## config.mk

```make
export PLATFORM = sky130hd
export DESIGN_NAME = preemptive_priority_aging_scheduler_core_flat
export DESIGN_NICKNAME = d
export VERILOG_FILES = /design/src/hdl/ppas_pkg.sv /design/src/hdl/ppas_if.sv /design/src/hdl/ppas_ctrl.sv /design/src/hdl/ppas_dp.sv /design/src/hdl/preemptive_priority_aging_scheduler_core.sv /design/src/flat_wrapper.sv
export SDC_FILE = /design/constraint.sdc
export NUM_CORES = 2
export LEC_CHECK = 0
export BUFFER_PORTS_ARGS = -buffer_cell sky130_fd_sc_hd__buf_2
export CAP_MARGIN = 20
export CELL_PAD_IN_SITES_DETAIL_PLACEMENT = 1
export CELL_PAD_IN_SITES_GLOBAL_PLACEMENT = 1
export CORE_ASPECT_RATIO = 1.5
export CORE_MARGIN = 1.5
export CORE_UTILIZATION = 55
export CTS_CLUSTER_DIAMETER = 150
export DETAILED_ROUTE_END_ITERATION = 8
export PLACE_DENSITY_LB_ADDON = 0.25
export SLEW_MARGIN = 20
export SYNTH_ARGS = -nofsm -noshare
export SYNTH_HDL_FRONTEND = slang
export SYNTH_SLANG_ARGS = --single-unit
```

## constraint.sdc

```tcl
create_clock -name clock -period 11.9 [get_ports clock]
set_clock_uncertainty 0.2 [all_clocks]
set_input_delay 1.19 -clock clock [delete_from_list [all_inputs] [get_ports clock]]
set_output_delay 1.19 -clock clock [all_outputs]
set_load 0.01 [all_outputs]
```

## src/hdl/ppas_pkg.sv

```systemverilog
// Shared types and constants of the priority scheduler with aging.
package ppas_pkg;

   localparam int CFG_BITS = 8;
   localparam int PRIO_BITS = 8;
   localparam int WAIT_BITS = 8;
   localparam int FIELD_BITS = 16;
   localparam int AGED_BITS = 5;
   localparam int IN_SLOT_BITS = 4;

   localparam logic [1:0] REG_AGE_LIMIT = 2'd0;
   localparam logic [1:0] REG_AGING_STEP = 2'd1;
   localparam logic [1:0] REG_PRIORITY_FLOOR = 2'd2;

   localparam logic ACTION_LOAD = 1'b0;
   localparam logic ACTION_TICK = 1'b1;

   localparam logic [CFG_BITS-1:0] THRESHOLD_RESET = 8'd5;
   localparam logic [CFG_BITS-1:0] STEP_RESET = 8'd1;
   localparam logic [CFG_BITS-1:0] FLOOR_RESET = 8'd1;

   // commands from controller to datapath
   typedef struct packed {
      logic load;      // write the request word into its slot
      logic sweep;     // age and compare the slot under the cursor
      logic finish;    // apply the pick and build the response
   } ppas_cmd_type;

   // status from datapath to controller
   typedef struct packed {
      logic sweep_last;
   } ppas_sts_type;

   typedef struct packed {
      logic [FIELD_BITS-1:0] now;
      logic idle;
      logic [IN_SLOT_BITS-1:0] running_slot;
      logic preempted;
      logic [IN_SLOT_BITS-1:0] preempted_slot;
      logic first_start;
      logic [FIELD_BITS-1:0] response_time;
      logic finished;
      logic [FIELD_BITS-1:0] turnaround;
      logic [FIELD_BITS-1:0] waiting_time;
      logic [AGED_BITS-1:0] aged_count;
   } ppas_rsp_type;

   typedef struct packed {
      logic action;
      logic [IN_SLOT_BITS-1:0] slot;
      logic [FIELD_BITS-1:0] arrival;
      logic [FIELD_BITS-1:0] burst;
      logic [PRIO_BITS-1:0] priority_req;
   } ppas_req_type;

endpackage

```

## src/hdl/ppas_if.sv

```systemverilog
// Valid/ready channel interfaces for requests, responses and register writes.
interface ppas_req_if import ppas_pkg::*; ();
   logic valid;
   logic ready;
   ppas_req_type data;
   modport source (output valid, output data, input ready);
   modport sink (input valid, input data, output ready);
endinterface

interface ppas_rsp_if import ppas_pkg::*; ();
   logic valid;
   logic ready;
   ppas_rsp_type data;
   modport source (output valid, output data, input ready);
   modport sink (input valid, input data, output ready);
endinterface

interface ppas_csr_if import ppas_pkg::*; ();
   logic valid;
   logic ready;
   logic [1:0] index;
   logic [CFG_BITS-1:0] wdata;
   modport source (output valid, output index, output wdata, input ready);
   modport sink (input valid, input index, input wdata, output ready);
endinterface

```

## src/hdl/ppas_ctrl.sv

```systemverilog
// Controller sequencing loads and slot sweeps of each tick.
module ppas_ctrl import ppas_pkg::*; (
   input  logic clock,
   input  logic reset,
   input  logic req_valid,
   input  logic req_action,
   output logic req_ready,
   output logic rsp_valid,
   input  logic rsp_ready,
   input  ppas_sts_type sts,
   output ppas_cmd_type cmd
);

   typedef enum logic [3:0] {
      ST_IDLE  = 4'b0001,
      ST_SWEEP = 4'b0010,
      ST_FIN   = 4'b0100,
      ST_OUT   = 4'b1000
   } state_type;

   state_type state_ff, state_in;

   assign req_ready = (state_ff == ST_IDLE);
   assign rsp_valid = (state_ff == ST_OUT);

   // advance through the tick sequence
   always_comb begin
      state_in = state_ff;
      cmd = '0;
      case (state_ff)
         ST_IDLE: begin
            if (req_valid) begin
               if (req_action == ACTION_LOAD) begin
                  cmd.load = 1'b1;
               end else begin
                  state_in = ST_SWEEP;
               end
            end
         end
         ST_SWEEP: begin
            cmd.sweep = 1'b1;
            if (sts.sweep_last) state_in = ST_FIN;
         end
         ST_FIN: begin
            cmd.finish = 1'b1;
            state_in = ST_OUT;
         end
         ST_OUT: begin
            if (rsp_ready) state_in = ST_IDLE;
         end
         default: state_in = ST_IDLE;
      endcase
   end

   always_ff @(posedge clock) begin
      if (reset) state_ff <= ST_IDLE;
      else state_ff <= state_in;
   end

endmodule

```

## src/hdl/ppas_dp.sv

```systemverilog
// Datapath: task table, aging sweep, priority search and result build.
module ppas_dp import ppas_pkg::*; #(
   parameter int SLOTS = 16,
   parameter int TIME_BITS = 16
) (
   input  logic clock,
   input  logic reset,
   input  ppas_cmd_type cmd,
   input  ppas_req_type req,
   input  logic csr_we,
   input  logic [1:0] csr_index,
   input  logic [CFG_BITS-1:0] csr_wdata,
   output ppas_sts_type sts,
   output ppas_rsp_type rsp
);

   localparam int SB = (SLOTS > 1) ? $clog2(SLOTS) : 1;
   localparam int CB = $clog2(SLOTS + 1);

   logic [CFG_BITS-1:0] thr_ff, step_ff, floor_ff;

   // per-slot tables
   logic [SLOTS-1:0] valid_ff, started_ff, done_ff;
   logic [FIELD_BITS-1:0] arrival_ff [SLOTS];
   logic [FIELD_BITS-1:0] burst_ff [SLOTS];
   logic [FIELD_BITS-1:0] remain_ff [SLOTS];
   logic [PRIO_BITS-1:0] prio_ff [SLOTS];
   logic [WAIT_BITS-1:0] wait_ff [SLOTS];

   logic [TIME_BITS-1:0] time_ff;
   logic last_valid_ff;
   logic [SB-1:0] last_slot_ff;

   logic [CB-1:0] cur_ff;
   logic found_ff;
   logic [SB-1:0] pick_ff;
   logic [PRIO_BITS-1:0] best_ff;
   logic [AGED_BITS-1:0] aged_ff;
   ppas_rsp_type rsp_ff;
   ppas_rsp_type rsp_in;

   logic [SB-1:0] cur;
   logic cur_ready;
   logic [WAIT_BITS-1:0] wait_inc;
   logic age_now;
   logic [PRIO_BITS-1:0] prio_new;
   logic [PRIO_BITS:0] gap;
   logic load_ok;
   logic [SB-1:0] load_slot;
   logic pre_hit;
   logic [FIELD_BITS-1:0] start16, end16, tat, rem_dec;

   assign cur = cur_ff[SB-1:0];
   assign sts.sweep_last = (cur_ff == CB'(SLOTS - 1));
   assign rsp = rsp_ff;
   assign load_slot = SB'(req.slot);
   assign load_ok = ({1'b0, req.slot} < 5'(SLOTS)) || (SLOTS > 16);

   // age the slot under the cursor
   always_comb begin
      cur_ready = valid_ff[cur] && !done_ff[cur]
                  && (32'(arrival_ff[cur]) <= 32'(time_ff));
      wait_inc = wait_ff[cur];
      if (!(last_valid_ff && last_slot_ff == cur) && wait_ff[cur] != '1)
         wait_inc = wait_ff[cur] + 1'b1;
      age_now = (wait_inc > thr_ff) && (prio_ff[cur] > floor_ff);
      gap = {1'b0, prio_ff[cur]} - {1'b0, floor_ff};
      prio_new = (gap > {1'b0, step_ff}) ? prio_ff[cur] - step_ff : floor_ff;
      if (!age_now) prio_new = prio_ff[cur];
   end

   assign start16 = FIELD_BITS'(time_ff);
   assign end16 = FIELD_BITS'(time_ff + 1'b1);
   assign tat = end16 - arrival_ff[pick_ff];
   assign rem_dec = remain_ff[pick_ff] - 1'b1;

   // build the response word of the tick
   always_comb begin
      pre_hit = last_valid_ff && last_slot_ff != pick_ff && valid_ff[last_slot_ff]
                && !done_ff[last_slot_ff] && remain_ff[last_slot_ff] != '0;
      rsp_in = '0;
      rsp_in.now = start16;
      rsp_in.idle = !found_ff;
      rsp_in.aged_count = aged_ff;
      if (found_ff) begin
         rsp_in.running_slot = IN_SLOT_BITS'(pick_ff);
         if (pre_hit) begin
            rsp_in.preempted = 1'b1;
            rsp_in.preempted_slot = IN_SLOT_BITS'(last_slot_ff);
         end
         if (!started_ff[pick_ff]) begin
            rsp_in.first_start = 1'b1;
            rsp_in.response_time = start16 - arrival_ff[pick_ff];
         end
         if (rem_dec == '0) begin
            rsp_in.finished = 1'b1;
            rsp_in.turnaround = tat;
            rsp_in.waiting_time = tat - burst_ff[pick_ff];
         end
      end
   end

   always_ff @(posedge clock) begin
      if (reset) begin
         thr_ff <= THRESHOLD_RESET;
         step_ff <= STEP_RESET;
         floor_ff <= FLOOR_RESET;
         valid_ff <= '0;
         started_ff <= '0;
         done_ff <= '0;
         time_ff <= '0;
         last_valid_ff <= 1'b0;
         last_slot_ff <= '0;
         cur_ff <= '0;
         found_ff <= 1'b0;
         aged_ff <= '0;
         for (int i = 0; i < SLOTS; i++) wait_ff[i] <= '0;
      end else begin
         // take register writes
         if (csr_we) begin
            case (csr_index)
               REG_AGE_LIMIT: thr_ff <= csr_wdata;
               REG_AGING_STEP: step_ff <= csr_wdata;
               REG_PRIORITY_FLOOR: floor_ff <= csr_wdata;
               default: ;
            endcase
         end
         // write a loaded task
         if (cmd.load && load_ok) begin
            valid_ff[load_slot] <= 1'b1;
            arrival_ff[load_slot] <= req.arrival;
            burst_ff[load_slot] <= req.burst;
            remain_ff[load_slot] <= req.burst;
            prio_ff[load_slot] <= req.priority_req;
            wait_ff[load_slot] <= '0;
            started_ff[load_slot] <= 1'b0;
            done_ff[load_slot] <= (req.burst == '0);
            if (last_valid_ff && last_slot_ff == load_slot) last_valid_ff <= 1'b0;
         end
         // sweep one slot: age, then compare
         if (cmd.sweep) begin
            cur_ff <= sts.sweep_last ? '0 : cur_ff + 1'b1;
            if (cur_ready) begin
               wait_ff[cur] <= age_now ? '0 : wait_inc;
               prio_ff[cur] <= prio_new;
               if (age_now && aged_ff != '1) aged_ff <= aged_ff + 1'b1;
               if (!found_ff || prio_new < best_ff) begin
                  found_ff <= 1'b1;
                  pick_ff <= cur;
                  best_ff <= prio_new;
               end
            end
         end
         // apply the pick and hold the response word
         if (cmd.finish) begin
            rsp_ff <= rsp_in;
            if (found_ff) begin
               started_ff[pick_ff] <= 1'b1;
               remain_ff[pick_ff] <= rem_dec;
               wait_ff[pick_ff] <= '0;
               last_valid_ff <= 1'b1;
               last_slot_ff <= pick_ff;
               if (rem_dec == '0) done_ff[pick_ff] <= 1'b1;
            end
            time_ff <= time_ff + 1'b1;
            found_ff <= 1'b0;
            aged_ff <= '0;
         end
      end
   end

endmodule

```

## src/hdl/preemptive_priority_aging_scheduler_core.sv

```systemverilog
// Top level of the preemptive priority scheduler with aging.
// Usage:
//  req: a word with action 0 loads a task into a slot (no response);
//   action 1 advances time one tick and yields one rsp word.
//  csr: register writes (0 age limit, 1 aging step, 2 priority floor),
//   taken in any cycle; write only while no tick is in flight.
//  Tick sequence: accept in ST_IDLE, a sweep of all SLOTS slots one at a time
//   (aging and minimum search share the per-slot unit), a finish state, then
//   the rsp word is shown.
//  The block takes one word at a time; req_ready stays low while a tick is
//   in work or its rsp word waits. A stalled receiver holds rsp steady.
//  Reset (synchronous): all slots empty, time zero, registers at their
//   defaults (5, 1, 1), no task ran last.
module preemptive_priority_aging_scheduler_core import ppas_pkg::*; #(
   parameter int SLOTS = 16,
   parameter int TIME_BITS = 16
) (
   input logic clock,
   input logic reset,
   ppas_req_if.sink req_ch,
   ppas_rsp_if.source rsp_ch,
   ppas_csr_if.sink csr_ch
);

   ppas_cmd_type cmd;
   ppas_sts_type sts;

   assign csr_ch.ready = 1'b1;

   ppas_ctrl u_ctrl (
      .clock(clock),
      .reset(reset),
      .req_valid(req_ch.valid),
      .req_action(req_ch.data.action),
      .req_ready(req_ch.ready),
      .rsp_valid(rsp_ch.valid),
      .rsp_ready(rsp_ch.ready),
      .sts(sts),
      .cmd(cmd)
   );

   ppas_dp #(.SLOTS(SLOTS), .TIME_BITS(TIME_BITS)) u_dp (
      .clock(clock),
      .reset(reset),
      .cmd(cmd),
      .req(req_ch.data),
      .csr_we(csr_ch.valid),
      .csr_index(csr_ch.index),
      .csr_wdata(csr_ch.wdata),
      .sts(sts),
      .rsp(rsp_ch.data)
   );

endmodule

```

## src/flat_wrapper.sv

```systemverilog
// flat-port wrapper written by rule: the top's interface ports become plain ports
module preemptive_priority_aging_scheduler_core_flat import ppas_pkg::*;
#(
   parameter int SLOTS = 16,
   parameter int TIME_BITS = 16
)
  (clock, reset, req_ch_valid, req_ch_data, req_ch_ready, rsp_ch_valid, rsp_ch_data, rsp_ch_ready, csr_ch_valid, csr_ch_index, csr_ch_wdata, csr_ch_ready);
  ppas_req_if req_ch_i ();
  ppas_rsp_if rsp_ch_i ();
  ppas_csr_if csr_ch_i ();
  input logic clock;
  input logic reset;
  input wire logic [$bits(req_ch_i.valid)-1:0] req_ch_valid;
  input wire logic [$bits(req_ch_i.data)-1:0] req_ch_data;
  output wire logic [$bits(req_ch_i.ready)-1:0] req_ch_ready;
  output wire logic [$bits(rsp_ch_i.valid)-1:0] rsp_ch_valid;
  output wire logic [$bits(rsp_ch_i.data)-1:0] rsp_ch_data;
  input wire logic [$bits(rsp_ch_i.ready)-1:0] rsp_ch_ready;
  input wire logic [$bits(csr_ch_i.valid)-1:0] csr_ch_valid;
  input wire logic [$bits(csr_ch_i.index)-1:0] csr_ch_index;
  input wire logic [$bits(csr_ch_i.wdata)-1:0] csr_ch_wdata;
  output wire logic [$bits(csr_ch_i.ready)-1:0] csr_ch_ready;
  assign req_ch_i.valid = req_ch_valid;
  assign req_ch_i.data = req_ch_data;
  assign req_ch_ready = req_ch_i.ready;
  assign rsp_ch_valid = rsp_ch_i.valid;
  assign rsp_ch_data = rsp_ch_i.data;
  assign rsp_ch_i.ready = rsp_ch_ready;
  assign csr_ch_i.valid = csr_ch_valid;
  assign csr_ch_i.index = csr_ch_index;
  assign csr_ch_i.wdata = csr_ch_wdata;
  assign csr_ch_ready = csr_ch_i.ready;
  preemptive_priority_aging_scheduler_core #(.SLOTS(SLOTS), .TIME_BITS(TIME_BITS)) u_core (.clock(clock), .reset(reset), .req_ch(req_ch_i), .rsp_ch(rsp_ch_i), .csr_ch(csr_ch_i));
endmodule
```

==> results.yml <==
critical_path:
  path_max_fanout: 96
  crit_top_cell: "nor2_1"
  critPathMaxStageDelay_ns: 0.79
  end_kind: "flop"
  worstSetupPathType: "flop to flop"
  critPathSlowestCell: "dfxtp_4"
  critPathLaunchType: "flop"
  worstPathRequired_ns: 12.30
  worstPathArrival_ns: 8.86
  worstPathCellList: "buf_12 -> mux4_2 -> mux4_2 -> ha_1 -> nand3_1 -> o21ai_1 -> or2_2 -> nor2_1 -> xor2_1 -> ha_1 -> nand3_1 -> nor2_1 -> a211o_1 -> o21bai_1 -> nor2_1 -> nor2_1 -> a21oi_1 -> ha_1 -> a211oi_1 -> nand2_1 -> nor4_1 -> a211oi_1 -> a31oi_4 -> mux2_2"
power_and_ir_drop:
  ir_drop_mv: 0.1263
  pwr_density_cell_nw_per_um2: 146.4
  seqPwrFrac_pct: 52.6
  internal_power_uw: 7204
  clockPowerShare_pct: 44.4
  p_switching_uw: 1883
  switching_share_pct: 20.72
  leakage_uw: 0.02047
  combPwrFrac_pct: 3.0
global_route:
  antenna_found_initial: 18
  track_usage_pct: 33.05
  grt_max_degree: 99
  overflow: 0
  first_global_vias: 36680
  grt_pass1_wl_mm: 246.6
cells_and_area:
  final_common_cell: "edfxtp_1"
  layout-drive-gt1-share_pct: 23.52
  nFillCells: 8915
  area_delta_synth_final_pct: 11.80
  layout_common_cells: "1117 x edfxtp_1, 398 x mux4_2, 357 x nor2_1"
  nets: 3770
detailed_routing:
  routed_wl_mm: 167.0
  drt_iter0_markers: 3849
  num_vias: 33850
  routed_via_density: 6.764
  routedWlPerCell_um: 33.37
  first_pass_iters: 7
  drtAntennaViolNets: 0
  drc: 0
sta:
  setup_ws_ns: 3.441
  setup_viol: 0
  worst_pin_slew_ns: 1.174
  timing.fmax_ghz: 0.1182
  finalSetupTns_ns: 0
  drv_slew: 0
  timing.hold.ws_ns: 0.2438
  finalHoldViolations: 0
  post-route-period-util_pct: 71.09
  post-route-min-period_ns: 8.459
  rsz0062_at_grt: "no"
  slew_headroom_pct: 21.46
die:
  coreArea_sq_um: 100000
  rows: 142
  dieHeight_um: 392.1
  io_pins: 144
  die_w_um: 262.4
  start_util_pct: 55.48
  die_area_sq_um: 102900
placed_design:
  pre_cts_slack_ns: 3.089
  portBuffers: 142
  hpwl_mm: 109.1
  place.gp.congestion: 0.9249
yosys:
  synth.distinct_cells: 77
  synthTopCellsByArea: "edfxtp_1 60%, mux4_2 16%, dfxtp_1 4.3%"
  yosys.area.top_type: "edfxtp_1"
  synth_top_flop_cell: "edfxtp_1"
  synth_top_area_share_pct: 60.44
  synth.net_count: 3606
  ys_warn_count: 0
  synth_edf_count: 1117
  synthArstFlopShare_pct: 0
  mappedNetlistArea_sq_um: 55500
  synth_seq_cells: 1237
  postSynthAreaPerCell_sq_um: 16.16
  synthCells: 3435
  synth.yosys.seq_area_share_pct: 64.77
clock_tree:
  cts_resized: 0
  cts_hold_buffers: 0
  cts.path.max_buffers: 3
  cts_tree: "done"
  numClockSinks: 1237
  clockRootBuffer: "clkbuf_16"
  cts_max_level: 3
  path_clk_slew_ns: 0.07
  clock_latency_ns: 0.75
  post_cts_buffers: 0
  cts_buffers: 112
run_status:
  outcome: "complete, no violations"
worst_hold_path:
  hold_path_class: "flop to flop"
run:
  maxCapViolations: 0
[per-layer routing]
| layer | vias up | wire [um] | GRT usage, % |
|---|---|---|---|
| li1 | 13920 | - | - |
| met3 | 441 | 11810 | 4.613 |
| met2 | 1824 | 88410 | 58.86 |
| met4 | 12 | 8451 | 17.62 |
| met5 | - | 79 | 0 |
| met1 | 17650 | 58250 | 39.05 |
[power groups by stage]
stage | logic (uW) | registers [uW] | clock network [uW]
after global placement | 250 | 4870 | 0
after CTS | 271 | 4780 | 4070
final | 274 | 4780 | 4040
after detailed placement | 269 | 4870 | 0
after floorplan | 153 | 4860 | 0
after global routing | 292 | 4780 | 4190
[stage by stage]
step                power, uW  std cells  util (%)  area [sq um]
detailed placement       5138       4780     57.85         57870
finish                   9087       5004     62.03         62050
floorplan                5010       3435         -         55500
CTS                      9115       4994     61.97         61990
global placement         5117       4780     57.85         57870
global route             9263       4999     62.02         62040
[registers in the layout, summed over array words and instances (netlist names), 5 cells and up, named ones only]
| name | count |
|---|---|
| u_core.u_dp.arrival_ff | 256 |
| u_core.u_dp.burst_ff | 256 |
| u_core.u_dp.remain_ff | 256 |
| u_core.u_dp.prio_ff | 128 |
| u_core.u_dp.wait_ff | 128 |
| u_core.u_dp.rsp | 81 |
| u_core.u_dp.done_ff | 16 |
| u_core.u_dp.start16 | 16 |
| u_core.u_dp.started_ff | 16 |
| u_core.u_dp.valid_ff | 16 |
| u_core.u_dp.best_ff | 8 |
| u_core.u_dp.floor_ff | 8 |
| u_core.u_dp.step_ff | 8 |
| u_core.u_dp.thr_ff | 8 |
| u_core.u_dp.aged_ff | 5 |
| u_core.u_dp.cur_ff | 5 |
[worst max-delay path: cells and delay by family (launching register included)]
family	cells	cell delay (ns)
compound gates	7	2.05
xor+xnor	1	0.22
fa+ha+maj	3	0.86
buf+inv	1	0.57
flops	1	0.79
mux	3	1.55
simple gates	9	1.99
[worst paths after layout]
| check | start | endpoint | slack [ns] | cells past startpoint |
|---|---|---|---|---|
| max | flop | flop | 3.44 | 24 |
| min | u_core.u_dp.valid_ff[14] | u_core.u_dp.valid_ff[14] | 0.24 | 2 |
| max reg2reg | flop | flop | 3.44 | 24 |
| min reg2reg | u_core.u_dp.valid_ff[14] | u_core.u_dp.valid_ff[14] | 0.24 | 2 |
[synth_stat cells (6+ instances only)]
| cell | instances |
|---|---|
| a211oi_1 | 17 |
| a21boi_0 | 9 |
| a21o_1 | 18 |
| a21oi_1 | 107 |
| a31oi_1 | 17 |
| a41o_1 | 16 |
| and2_1 | 14 |
| and3_1 | 10 |
| buf_1 | 20 |
| buf_2 | 37 |
| buf_4 | 9 |
| buf_6 | 6 |
| clkbuf_1 | 96 |
| dfxtp_1 | 120 |
| edfxtp_1 | 1117 |
| ha_1 | 106 |
| inv_1 | 142 |
| mux2_2 | 14 |
| mux2i_1 | 52 |
| mux4_2 | 398 |
| nand2_1 | 148 |
| nand2b_1 | 18 |
| nand3_1 | 64 |
| nand3b_1 | 8 |
| nand4_1 | 23 |
| nor2_1 | 375 |
| nor2b_1 | 31 |
| nor3_1 | 46 |
| nor3b_1 | 7 |
| nor4_1 | 62 |
| nor4b_1 | 7 |
| o21a_1 | 11 |
| o21ai_0 | 69 |
| o21ai_1 | 7 |
| o21bai_1 | 6 |
| o31a_1 | 6 |
| o31ai_1 | 6 |
| o41ai_1 | 6 |
| or3_1 | 16 |
| or4_1 | 6 |
| or4b_2 | 6 |
| xnor2_1 | 71 |
| xor2_1 | 27 |
[logic make-up after synthesis]
kind of cell	count (synthesis)	share of synthesized area (%)
muxes	464	17.37
DFF	1237	64.77
buffers and inverters	314	2.349
adders and majority gates	111	2.570
xor gates and xnor gates	98	1.547
and+or+nand+nor	855	7.201
AOI/OAI and AO/OA	355	4.189
other	1	0.006757
[area by class of cell]
| type | instances | area [sq um] | share of cell area (%) |
|---|---|---|---|
| clock inverters | 71 | 1121 | 1.807 |
| diodes | 9 | 22.52 | 0.03630 |
| repair buffers | 218 | 1325 | 2.135 |
| clock buffers | 143 | 3000 | 4.835 |
| multi-input cells | 1884 | 18450 | 29.73 |
| well taps | 1296 | 1622 | 2.613 |
| flip-flops and latches | 1237 | 35970 | 57.96 |
| inverters | 146 | 549.3 | 0.8852 |
(Power assumes the default switching activity.)
